<file path="config.mk">
export PLATFORM = sky130hd
export DESIGN_NAME = byte_stream_tokenizer_core
export DESIGN_NICKNAME = d
export VERILOG_FILES = /design/src/bst_pkg.sv /design/src/bst_lexer.sv /design/src/byte_stream_tokenizer_core.sv
export VERILOG_INCLUDE_DIRS = /design/src /design/src/src
export SDC_FILE = /design/constraint.sdc
export NUM_CORES = 1
export LEC_CHECK = 0
export ABC_AREA = 0
export BUFFER_PORTS_ARGS = -buffer_cell sky130_fd_sc_hd__clkbuf_2
export CAP_MARGIN = 0
export CORE_UTILIZATION = 65
export CTS_CLUSTER_SIZE = 8
export DETAILED_ROUTE_END_ITERATION = 10
export HOLD_SLACK_MARGIN = 0.03
export PLACE_DENSITY = 0.84
export SYNTH_ARGS = -nofsm -noshare
export SYNTH_HDL_FRONTEND = slang
export SYNTH_SLANG_ARGS = --single-unit
</file>
<file path="constraint.sdc">
create_clock -name clk -period 7.9 [get_ports clk]
set_input_delay 0.395 -clock clk [delete_from_list [all_inputs] [get_ports clk]]
set_output_delay 0.395 -clock clk [all_outputs]
set_load 0.01 [all_outputs]
</file>
<file path="src/byte_stream_tokenizer_core_defines.svh">
// Assertion macros for the tokenizer RTL.
`ifndef BYTE_STREAM_TOKENIZER_CORE_DEFINES_SVH
`define BYTE_STREAM_TOKENIZER_CORE_DEFINES_SVH

// Check a property on every rising clk edge outside reset.
`define BSTC_ASSERT(label, prop) \
    label: assert property (@(posedge clk) disable iff (!rst_n) prop) \
        else $error("tokenizer assertion failed");

// Check that a condition never holds on a rising clk edge outside reset.
`define BSTC_ASSERT_NEVER(label, expr) \
    label: assert property (@(posedge clk) disable iff (!rst_n) !(expr)) \
        else $error("tokenizer forbidden condition seen");

`endif

</file>
<file path="src/bst_pkg.sv">
// Package: token kinds, lexer modes, character codes, event types and helpers.
`timescale 1ns / 1ps
`default_nettype none

package bst_pkg;

    // Token kinds
    localparam logic [3:0] KIND_IDENT  = 4'd0;
    localparam logic [3:0] KIND_STRING = 4'd1;
    localparam logic [3:0] KIND_LPAREN = 4'd2;
    localparam logic [3:0] KIND_RPAREN = 4'd3;
    localparam logic [3:0] KIND_LBRACE = 4'd4;
    localparam logic [3:0] KIND_RBRACE = 4'd5;
    localparam logic [3:0] KIND_LBRACK = 4'd6;
    localparam logic [3:0] KIND_RBRACK = 4'd7;
    localparam logic [3:0] KIND_HYPHEN = 4'd8;
    localparam logic [3:0] KIND_COMMA  = 4'd9;
    localparam logic [3:0] KIND_COLON  = 4'd10;
    localparam logic [3:0] KIND_EOF    = 4'd11;

    // Lexer modes
    localparam int MODE_W = 3;
    localparam logic [MODE_W-1:0] MODE_SKIP    = 3'd0;
    localparam logic [MODE_W-1:0] MODE_SLASH   = 3'd1;
    localparam logic [MODE_W-1:0] MODE_COMMENT = 3'd2;
    localparam logic [MODE_W-1:0] MODE_IDENT   = 3'd3;
    localparam logic [MODE_W-1:0] MODE_STR     = 3'd4;
    localparam logic [MODE_W-1:0] MODE_ESC     = 3'd5;

    // Character codes
    localparam logic [7:0] CH_NUL        = 8'h00;
    localparam logic [7:0] CH_LF         = 8'h0A;
    localparam logic [7:0] CH_QUOTE      = 8'h22;
    localparam logic [7:0] CH_LPAREN     = 8'h28;
    localparam logic [7:0] CH_RPAREN     = 8'h29;
    localparam logic [7:0] CH_COMMA      = 8'h2C;
    localparam logic [7:0] CH_HYPHEN     = 8'h2D;
    localparam logic [7:0] CH_SLASH      = 8'h2F;
    localparam logic [7:0] CH_COLON      = 8'h3A;
    localparam logic [7:0] CH_UPPER_A    = 8'h41;
    localparam logic [7:0] CH_UPPER_Z    = 8'h5A;
    localparam logic [7:0] CH_LBRACK     = 8'h5B;
    localparam logic [7:0] CH_BACKSLASH  = 8'h5C;
    localparam logic [7:0] CH_RBRACK     = 8'h5D;
    localparam logic [7:0] CH_UNDERSCORE = 8'h5F;
    localparam logic [7:0] CH_LOWER_A    = 8'h61;
    localparam logic [7:0] CH_LOWER_Z    = 8'h7A;
    localparam logic [7:0] CH_LBRACE     = 8'h7B;
    localparam logic [7:0] CH_RBRACE     = 8'h7D;

    // Event bookkeeping
    localparam int MAX_EVENTS = 3;
    localparam int EV_CNT_W   = $clog2(MAX_EVENTS + 1);
    localparam int QDEPTH     = 4;
    localparam int QPTR_W     = $clog2(QDEPTH);
    localparam int QCNT_W     = $clog2(QDEPTH + 1);

    typedef struct packed {
        logic [3:0] token_kind;
        logic [7:0] content_byte;
        logic       content_valid;
        logic       token_begin;
        logic       token_end;
        logic       token_discard;
        logic       last_result;
    } event_t;

    typedef struct packed {
        event_t [MAX_EVENTS-1:0] ev;
        logic [EV_CNT_W-1:0]     count;
        logic [MODE_W-1:0]       mode_next;
    } lex_result_t;

    typedef struct packed {
        logic              valid;
        event_t            ev;
        logic [MODE_W-1:0] mode;
    } fresh_t;

    function automatic logic is_letter(input logic [7:0] b);
        return ((b >= CH_UPPER_A) && (b <= CH_UPPER_Z)) ||
               ((b >= CH_LOWER_A) && (b <= CH_LOWER_Z));
    endfunction

    // KIND_IDENT doubles as "not a one-byte token".
    function automatic logic [3:0] single_kind(input logic [7:0] b);
        logic [3:0] k;
        case (b)
            CH_LPAREN: k = KIND_LPAREN;
            CH_RPAREN: k = KIND_RPAREN;
            CH_LBRACE: k = KIND_LBRACE;
            CH_RBRACE: k = KIND_RBRACE;
            CH_LBRACK: k = KIND_LBRACK;
            CH_RBRACK: k = KIND_RBRACK;
            CH_HYPHEN: k = KIND_HYPHEN;
            CH_COMMA:  k = KIND_COMMA;
            CH_COLON:  k = KIND_COLON;
            default:   k = KIND_IDENT;
        endcase
        return k;
    endfunction

    function automatic event_t content_event(input logic [3:0] kind, input logic [7:0] b,
                                             input logic begin_flag);
        event_t e;
        e = '0;
        e.token_kind    = kind;
        e.content_byte  = b;
        e.content_valid = 1'b1;
        e.token_begin   = begin_flag;
        return e;
    endfunction

    function automatic event_t marker_event(input logic [3:0] kind, input logic begin_flag,
                                            input logic end_flag, input logic discard_flag);
        event_t e;
        e = '0;
        e.token_kind    = kind;
        e.token_begin   = begin_flag;
        e.token_end     = end_flag;
        e.token_discard = discard_flag;
        return e;
    endfunction

    // Handle a byte seen between tokens.
    function automatic fresh_t fresh_byte(input logic [7:0] b);
        fresh_t     f;
        logic [3:0] k;
        k = single_kind(b);
        f = '0;
        f.mode = MODE_SKIP;
        if (b == CH_SLASH) begin
            f.mode = MODE_SLASH;
        end else if (is_letter(b)) begin
            f.valid = 1'b1;
            f.ev    = content_event(KIND_IDENT, b, 1'b1);
            f.mode  = MODE_IDENT;
        end else if (b == CH_QUOTE) begin
            f.valid = 1'b1;
            f.ev    = marker_event(KIND_STRING, 1'b1, 1'b0, 1'b0);
            f.mode  = MODE_STR;
        end else if (k != KIND_IDENT) begin
            f.valid = 1'b1;
            f.ev    = marker_event(k, 1'b1, 1'b1, 1'b0);
        end
        return f;
    endfunction

endpackage

`default_nettype wire

</file>
<file path="src/bst_lexer.sv">
// Lexer next-state logic: one byte and the current mode in, up to three events out.
`timescale 1ns / 1ps
`default_nettype none

module bst_lexer
(
    input  wire logic [bst_pkg::MODE_W-1:0] mode,
    input  wire logic [7:0]                 data_byte,
    input  wire logic                       end_of_data,
    output bst_pkg::lex_result_t            result
);

    always_comb
    begin
        bst_pkg::event_t                 e0;
        bst_pkg::event_t                 ef;
        bst_pkg::event_t                 ee;
        logic                            e0_v;
        logic                            ef_v;
        logic                            ee_v;
        bst_pkg::fresh_t                 fr;
        logic [bst_pkg::MODE_W-1:0]      mode_t;
        logic                            open_tok;
        logic [bst_pkg::EV_CNT_W-1:0]    idx;

        fr     = bst_pkg::fresh_byte(data_byte);
        e0     = '0;
        e0_v   = 1'b0;
        ef     = fr.ev;
        ef_v   = 1'b0;
        mode_t = mode;

        if (data_byte != bst_pkg::CH_NUL)
        begin
            unique case (mode)
                bst_pkg::MODE_SLASH:
                begin
                    if (data_byte == bst_pkg::CH_SLASH)
                    begin
                        mode_t = bst_pkg::MODE_COMMENT;
                    end
                    else
                    begin
                        ef_v   = fr.valid;
                        mode_t = fr.mode;
                    end
                end
                bst_pkg::MODE_COMMENT:
                begin
                    if (data_byte == bst_pkg::CH_LF)
                    begin
                        mode_t = bst_pkg::MODE_SKIP;
                    end
                end
                bst_pkg::MODE_IDENT:
                begin
                    e0_v = 1'b1;
                    if (bst_pkg::is_letter(data_byte) ||
                        (data_byte == bst_pkg::CH_UNDERSCORE))
                    begin
                        e0 = bst_pkg::content_event(bst_pkg::KIND_IDENT, data_byte, 1'b0);
                    end
                    else
                    begin
                        // close the identifier, then treat the byte as new
                        e0     = bst_pkg::marker_event(bst_pkg::KIND_IDENT, 1'b0, 1'b1, 1'b0);
                        ef_v   = fr.valid;
                        mode_t = fr.mode;
                    end
                end
                bst_pkg::MODE_STR:
                begin
                    if (data_byte == bst_pkg::CH_QUOTE)
                    begin
                        e0_v   = 1'b1;
                        e0     = bst_pkg::marker_event(bst_pkg::KIND_STRING, 1'b0, 1'b1, 1'b0);
                        mode_t = bst_pkg::MODE_SKIP;
                    end
                    else if (data_byte == bst_pkg::CH_BACKSLASH)
                    begin
                        mode_t = bst_pkg::MODE_ESC;
                    end
                    else if (data_byte != bst_pkg::CH_LF)
                    begin
                        e0_v = 1'b1;
                        e0   = bst_pkg::content_event(bst_pkg::KIND_STRING, data_byte, 1'b0);
                    end
                end
                bst_pkg::MODE_ESC:
                begin
                    mode_t = bst_pkg::MODE_STR;
                    if (data_byte != bst_pkg::CH_LF)
                    begin
                        e0_v = 1'b1;
                        e0   = bst_pkg::content_event(bst_pkg::KIND_STRING, data_byte, 1'b0);
                    end
                end
                default:
                begin
                    ef_v   = fr.valid;
                    mode_t = fr.mode;
                end
            endcase
        end

        // end of text: cancel an open identifier or string, report EOF
        open_tok = (mode_t == bst_pkg::MODE_IDENT) || (mode_t == bst_pkg::MODE_STR) ||
                   (mode_t == bst_pkg::MODE_ESC);
        ee_v = (data_byte == bst_pkg::CH_NUL) || end_of_data;
        ee   = bst_pkg::marker_event(bst_pkg::KIND_EOF, 1'b0, 1'b1, open_tok);
        if (ee_v)
        begin
            mode_t = bst_pkg::MODE_SKIP;
        end

        // pack the events in order into the low slots
        result    = '0;
        idx       = '0;
        if (e0_v)
        begin
            result.ev[idx] = e0;
            idx            = idx + 1'b1;
        end
        if (ef_v)
        begin
            result.ev[idx] = ef;
            idx            = idx + 1'b1;
        end
        if (ee_v)
        begin
            result.ev[idx] = ee;
            idx            = idx + 1'b1;
        end
        if (idx != '0)
        begin
            result.ev[idx - 1'b1].last_result = 1'b1;
        end
        result.count     = idx;
        result.mode_next = mode_t;
    end

endmodule

`default_nettype wire

</file>
<file path="src/byte_stream_tokenizer_core.sv">
// Top level of the streaming byte tokenizer: mode register and event queue.
//
//  channel | direction | handshake          | payload
//  --------+-----------+--------------------+------------------------------------------
//  input   | in        | in_valid/in_stall  | data_byte, end_of_data
//  output  | out       | out_valid/out_stall| token_kind, content_byte, content_valid,
//          |           |                    | token_begin, token_end, token_discard,
//          |           |                    | last_result
//
// One byte is lexed in the cycle it transfers; its events (zero to three) land in a
// four-entry event queue and leave one per cycle while out_stall is low, from the
// cycle after the byte at the earliest. A byte transfers whenever the queue holds at
// most one event, so bytes with at most one event stream at one per cycle while out_stall is low.
// Reset returns the lexer to skip mode and empties the queue.
// A stalled output holds its head event; the input stalls only on queue space.
`timescale 1ns / 1ps
`default_nettype none
`include "byte_stream_tokenizer_core_defines.svh"

module byte_stream_tokenizer_core
(
    input  wire logic       clk,
    input  wire logic       rst_n,

    // input byte channel
    input  wire logic       in_valid,
    output logic            in_stall,
    input  wire logic [7:0] data_byte,
    input  wire logic       end_of_data,

    // token event channel
    output logic            out_valid,
    input  wire logic       out_stall,
    output logic [3:0]      token_kind,
    output logic [7:0]      content_byte,
    output logic            content_valid,
    output logic            token_begin,
    output logic            token_end,
    output logic            token_discard,
    output logic            last_result
);

    localparam int QDEPTH     = bst_pkg::QDEPTH;
    localparam int QPTR_W     = bst_pkg::QPTR_W;
    localparam int QCNT_W     = bst_pkg::QCNT_W;
    localparam int MAX_EVENTS = bst_pkg::MAX_EVENTS;

    // Lexer state: skip, slash seen, comment, identifier, string, escape.
    logic [bst_pkg::MODE_W-1:0] mode_reg;
    logic [bst_pkg::MODE_W-1:0] mode_next;

    // Event queue
    bst_pkg::event_t   queue_reg [QDEPTH];
    logic [QPTR_W-1:0] wr_ptr_reg;
    logic [QPTR_W-1:0] wr_ptr_next;
    logic [QPTR_W-1:0] rd_ptr_reg;
    logic [QPTR_W-1:0] rd_ptr_next;
    logic [QCNT_W-1:0] count_reg;
    logic [QCNT_W-1:0] count_next;

    bst_pkg::lex_result_t lex_res;
    bst_pkg::event_t      head;
    logic                 in_xfer;
    logic                 out_xfer;
    logic [QCNT_W-1:0]    push_cnt;

    bst_lexer u_lexer
    (
        .mode        (mode_reg),
        .data_byte   (data_byte),
        .end_of_data (end_of_data),
        .result      (lex_res)
    );

    // Take a byte only when the queue has room for the worst case of three events.
    assign in_stall = (count_reg > QCNT_W'(QDEPTH - MAX_EVENTS));
    assign in_xfer  = in_valid && !in_stall;

    assign out_valid = (count_reg != '0);
    assign out_xfer  = out_valid && !out_stall;

    assign push_cnt = in_xfer ? QCNT_W'(lex_res.count) : '0;

    always_comb
    begin
        mode_next   = in_xfer ? lex_res.mode_next : mode_reg;
        wr_ptr_next = wr_ptr_reg + QPTR_W'(push_cnt);
        rd_ptr_next = rd_ptr_reg + (out_xfer ? QPTR_W'(1) : '0);
        count_next  = count_reg + push_cnt - (out_xfer ? QCNT_W'(1) : '0);
    end

    always_ff @(posedge clk or negedge rst_n)
    begin
        if (!rst_n)
        begin
            mode_reg   <= bst_pkg::MODE_SKIP;
            wr_ptr_reg <= '0;
            rd_ptr_reg <= '0;
            count_reg  <= '0;
        end
        else
        begin
            mode_reg   <= mode_next;
            wr_ptr_reg <= wr_ptr_next;
            rd_ptr_reg <= rd_ptr_next;
            count_reg  <= count_next;
        end
    end

    // Write the new events in order behind the queue tail.
    always_ff @(posedge clk)
    begin
        for (int i = 0; i < MAX_EVENTS; i++)
        begin
            if (in_xfer && (i < int'(lex_res.count)))
            begin
                queue_reg[wr_ptr_reg + QPTR_W'(i)] <= lex_res.ev[i];
            end
        end
    end

    // Drive the output from the queue head.
    assign head          = queue_reg[rd_ptr_reg];
    assign token_kind    = head.token_kind;
    assign content_byte  = head.content_byte;
    assign content_valid = head.content_valid;
    assign token_begin   = head.token_begin;
    assign token_end     = head.token_end;
    assign token_discard = head.token_discard;
    assign last_result   = head.last_result;

    // Queue never holds more than its depth.
    `BSTC_ASSERT_NEVER(a_queue_no_overflow, count_reg > QCNT_W'(QDEPTH))
    // End of text always returns the lexer to skip mode.
    `BSTC_ASSERT(a_eod_resets_mode, in_xfer && end_of_data |=> mode_reg == bst_pkg::MODE_SKIP)
    // Unused mode codes are never entered.
    `BSTC_ASSERT_NEVER(a_mode_legal, mode_reg > bst_pkg::MODE_ESC)
    // Every transferred byte that causes events marks its final event as the last one.
    `BSTC_ASSERT(a_last_marked, in_xfer && lex_res.count != '0 |-> lex_res.ev[lex_res.count - 1'b1].last_result)

endmodule

`default_nettype wire

</file>
# ---- Word level (Yosys, flattened, before mapping)
# Memory sizes are Yosys's and may differ from the RTL's.
# Cells that the tools add are included.
dict set report totals {
  ff_bits 10
  mem_bits_rw 68
  inputBits 13
  elab_cells 129
  mem_count 1
}
dict set report classes {
  add_sub_neg 9
  magnitude_cmp 14
  eq_ne 23
  muxes 55
  n_reduce_logical 23
}
# memory words word_bits read_ports rd_clocked_by_memory_dff wr line
set mem_list {}
lappend mem_list {queue_reg 4 17 1 0 3 byte_stream_tokenizer_core.sv:53} ;# bst_pkg::event_t queue_reg [QDEPTH];
# op n
set op_table {}
lappend op_table {{$bwmux W51} 3}
lappend op_table {{$mux W51} 3}
lappend op_table {{$demux W17 S2} 3}
lappend op_table {{$mux W17} 6}
lappend op_table {{$eq A8 B6 Y1 const B} 7}
lappend op_table {{$mux W18} 3}
lappend op_table {{$pmux W17 S3} 1}
lappend op_table {{$eq A8 B7 Y1 const B} 6}
lappend op_table {{$pmux W4 S9} 1}
lappend op_table {{$mux W3} 9}
lappend op_table {{$mux W21} 1}
lappend op_table {{$mux W1} 17}
lappend op_table {{$ge A8 B7 Y1 const B} 2}
lappend op_table {{$le A8 B7 Y1 const B} 2}
lappend op_table {{$pmux W3 S5} 1}
lappend op_table {{$mux W14} 1}
lappend op_table {{$mux W13} 1}
lappend op_table {{$eq A3 B3 Y1 const B} 4}
lappend op_table {{$logic_and A1 B1 Y1} 10}
lappend op_table {{$eq A3 B2 Y1 const B} 3}
lappend op_table {{$eq A8 B4 Y1 const B} 1}
lappend op_table {{$logic_not A8 Y1} 1}
lappend op_table {{$ne A8 B4 Y1 const B} 1}
lappend op_table {{$reduce_bool A8 Y1} 1}
lappend op_table {{other kinds (24)} 36}

# ---- Longest topological paths before layout
dict set report depth {
  ltp_word 20
  mapped_depth 18
  ltp_nobuf 16
}

# ---- Cells and area by module
# A second synthesis with hierarchy kept.
dict set report unflattened {
  cells_unflattened 659
  area_unflattened_um2 6044.5
}
# mod n_inst cells_each area_each_um2 seq_area_each_um2
set modules_own_cells {}
lappend modules_own_cells {byte_stream_tokenizer_core 1 492 4954.8 2292.2}
lappend modules_own_cells {bst_lexer 1 167 1089.8 0.0}

# ---- Least setup slack after synthesis
# OpenSTA, ideal clock, no wires.
dict set report synth_timing {
  path_type {input to register}
  startpoint {in data_byte[6]}
  endpoint {mem queue_reg[3][0] (netlist name), enable pin}
  arrival_ns 4.394
  t_required_ns 7.485
  slack_ns 3.091
  stages 15
  path_buffers 4
  path_cell_list {clkbuf_1 or4b_1 clkbuf_1 or2_2 nand3_1 or3_1 nor2b_1 inv_1 fa_1 nor4b_1 and2_1 clkbuf_1 a21oi_1 clkbuf_1 o21ai_0}
}
# element line
set synth_rtl {}
lappend synth_rtl {{start, declared} byte_stream_tokenizer_core.sv:28} ;# input wire logic [7:0] data_byte,
lappend synth_rtl {{end, declared} byte_stream_tokenizer_core.sv:53}

==> summary.txt <==
Global route
  – Largest net degree at the start of global routing: 24
  – Vias in the first global route: 3488
  – Congestion Overflow GR: 0
  – Initial antenna violation count: 0
  – Overall routing resource usage: 35.2%
  – First-pass GRT wire length: 19300 microns

Yosys
  – Multiplexer share of the synthesized area: 8.42%
  – Sequential fraction of the synthesis area: 49.0%
  – Largest family of logic cells by synthesized area: simple AND/OR/NAND/NOR gates
  – #FFs+latches synth: 78
  – Synth Area in Compound Gates: 15.8%
  – Synthesized area: 0.00468 sq mm
  – Simple-gate area share of the yosys netlist: 18.8%
  – Synth Instances: 412
  – Synth cell types: 69
  – Syn avg cell area: 11.4 sq um
  – Adder-Cell Fraction of Synth Area: 3.26%
  – Prevailing post-synth register cell: edfxtp_1
  – Post-synth EDFFs: 68
  – Total of warnings raised by yosys: 0
  – Syn nets: 436
  – Post-Synth XOR/XNOR Area: 1.12%
  – FFs w/ async S/R, synth: 12.8%

Critical path
  – Worst path max stage delay: 0.91 ns
  – Top cell family by delay on the critical path: simple AND/OR/NAND/NOR gates
  – Setup crit end kind: flip-flop
  – Largest fanout on the critical path: 17
  – Startpoint Class: input port
  – Slowest CP cell: nor4b_1
  – Critical path class: input port to flip-flop
  – CP most frequent cell: nor2b_1
  – Worst path arrival time: 5.01 ns
  – Buffer and inverter count on the worst path: 3
  – Req. time, crit path: 7.94 ns
  – CP cell instances: clkbuf_2 > nor2b_1 > nand4_1 > nand3_1 > or3_1 > nor2b_1 > inv_1 > fa_1 > nor4b_1 > and2_0 > nor2_1 > o21ai_1 > buf_4

Final layout
  – Fillers: 476
  – Most frequent cells in the layout: 68 x edfxtp_1, 35 x nand2_1, 31 x clkbuf_2
  – Share of cells above drive strength 1: 19.4%
  – Antenna Diode Count: 0
  – Area Growth Syn to Fin: 8.45%
  – Final net count: 457
  – Most common cell after layout, fill and taps aside: edfxtp_1
  – Non-Filler Instances: 534
  – Max FFs per register: 68

Detailed routing
  – DRT iter0 DRCs: 611
  – DRC: 0
  – DR vias: 3770
  – Via/cell ratio: 7.06
  – DRT Wirelength: 12500 microns
  – Post-route ant nets: 0
  – Detailed Routing Iterations Pass 1: 6
  – DR WL/cell: 23.4 microns

Die
  – Row count: 30
  – Die area: 0.00754 sq mm
  – Initial core utilization: 68.1%
  – Top-Level Pins: 32
  – Die Y-Extent: 86.9 microns
  – Core area: 0.00687 sq mm
  – Die X: 86.9 microns

Power
  – P per Cell Area: 309 mW/mm^2
  – Peak VDD IR: 0.000218 V
  – Total power: 1.57 mW
  – Lkg Pwr: 1.88 nW

Placement
  – HPWL after DPL: 8950 microns
  – Inst Count DP: 517
  – Dpl ws: 2.84 ns
  – GPL Wtd Cong: 1.01
  – Port Buffers: 31

Timing
  – Period utilization: 62.9%
  – Fmax: 0.201 GHz
  – Setup TNS: 0 ns
  – Final hold viol count: 0
  – RSZ-0062 raised after global routing: no
  – Final Max Slew Viols: 0
  – Final hold slack: 0.399 ns
  – Fin worst setup slack: 2.93 ns
  – Clock skew: 0.0108 ns
  – Setup violators final: 0
  – Max-slew headroom: 20.1%
  – Worst-margin pin slew: 1.20 ns
  – Final min period: 4.97 ns

Flow run
  – Max cap viols: 0

Clocking
  – TritonCTS Buffers: 9
  – # resized after CTS: 0
  – Clock Latency Late Sink: 0.36 ns
  – CTS Sinks: 78
  – Clock Tree Buf Depth: 2
  – Root buf cell: clkbuf_8
  – TritonCTS clock tree: yes
  – CTS clock-pin slew for the worst setup and hold paths: 0.09 ns
  – H-tree level count: 3
  – # Post-CTS Setup Buffers: 0

Hold path
  – Worst min path class: input port to flip-flop

Status
  – Outcome: complete, no violations
==> Yosys cell counts, types with 9 or more instances <==
library cell | count | area (sq um)
a21oi_1 | 13 | 65.1
and3_1 | 25 | 156
clkbuf_1 | 16 | 60.1
dfrtp_1 | 10 | 250
edfxtp_1 | 68 | 2040
ha_1 | 9 | 113
inv_1 | 15 | 56.3
mux4_2 | 17 | 383
nand2_1 | 35 | 131
nor2_1 | 28 | 105
nor2b_1 | 10 | 62.6
nor3_1 | 10 | 50.1
o21ai_0 | 17 | 85.1
o221ai_1 | 10 | 87.6
==> routing by layer <==
| metal | up-vias | global-route usage [%] | wire length (microns) |
|---|---|---|---|
| met2 | 294 | 54.2 | 5950 |
| met5 | - | 0 | 0 |
| met3 | 44 | 6.73 | 1340 |
| li1 | 1650 | - | - |
| met4 | 0 | 15.8 | 419 |
| met1 | 1782 | 49.1 | 4790 |
==> path summary, 6_finish.rpt <==
path / start / to / slack [ns] / cells past startpoint
worst min register to register: count_reg[0]$_DFF_PN0_ / count_reg[0]$_DFF_PN0_ / 0.52 / 1
max in group asynchronous: rst_n / mode_reg[0]$_DFFE_PN0P_ / 7.27 / 2
worst min-delay path: in_valid / mode_reg[1]$_DFFE_PN0P_ / 0.40 / 4
worst max register to register: mode_reg[1]$_DFFE_PN0P_ / queue_reg[1][11]$_SDFFCE_PP0P_ / 3.33 / 10
worst max-delay path: data_byte[6] / queue_reg[1][11]$_SDFFCE_PP0P_ / 2.93 / 13
min in group asynchronous: rst_n / wr_ptr_reg[1]$_DFF_PN0_ / 0.42 / 2
==> report_power, final <==
group / switching (mW) / internal, mW / leakage (nW)
registers: 0.0958 / 0.540 / 0.750
logic: 0.348 / 0.274 / 1.04
clock network: 0.163 / 0.148 / 0.0895
total: 0.607 / 0.962 / 1.88
==> tightest hold or removal path, delay by kind of cell <==
kind	cells	cell delay [ns]
AOI/OAI and AO/OA	1	0.06
buffers and inverters	1	0.10
and+or+nand+nor	2	0.17
==> cell families after synthesis <==
group                      after synthesis
and+or+nand+nor                        162
AOI/OAI and AO/OA                       97
DFF                                     78
buffers and inverters                   40
muxes                                   18
adders and majority gates               11
xor gates and xnor gates                 6
==> cell type report <==
class | count | area [sq um] | area share, %
Clock inverter | 6 | 70.1 | 1.38
Sequential cell | 78 | 2290 | 45.2
Timing Repair Buffer | 35 | 188 | 3.70
Tap cell | 96 | 120 | 2.37
Clock buffer | 10 | 128 | 2.51
Multi-Input combinational cell | 294 | 2220 | 43.8
Inverter | 15 | 56.3 | 1.11
==> metrics by stage <==
| stage | utilization (%) | cell area, sq um |
|---|---|---|
| floorplan | - | 4680 |
| global placement | 70.9 | 4870 |
| detailed placement | 70.9 | 4870 |
| CTS | 73.9 | 5080 |
| global route | 73.9 | 5080 |
| finish | 73.9 | 5080 |
==> timing repair <==
item | in CTS | in global routing
setup endpoints to repair | 0 | 0
hold buffers | 1 | 0
hold endpoints to repair | 10 | 0
(Power assumes the default switching activity.)
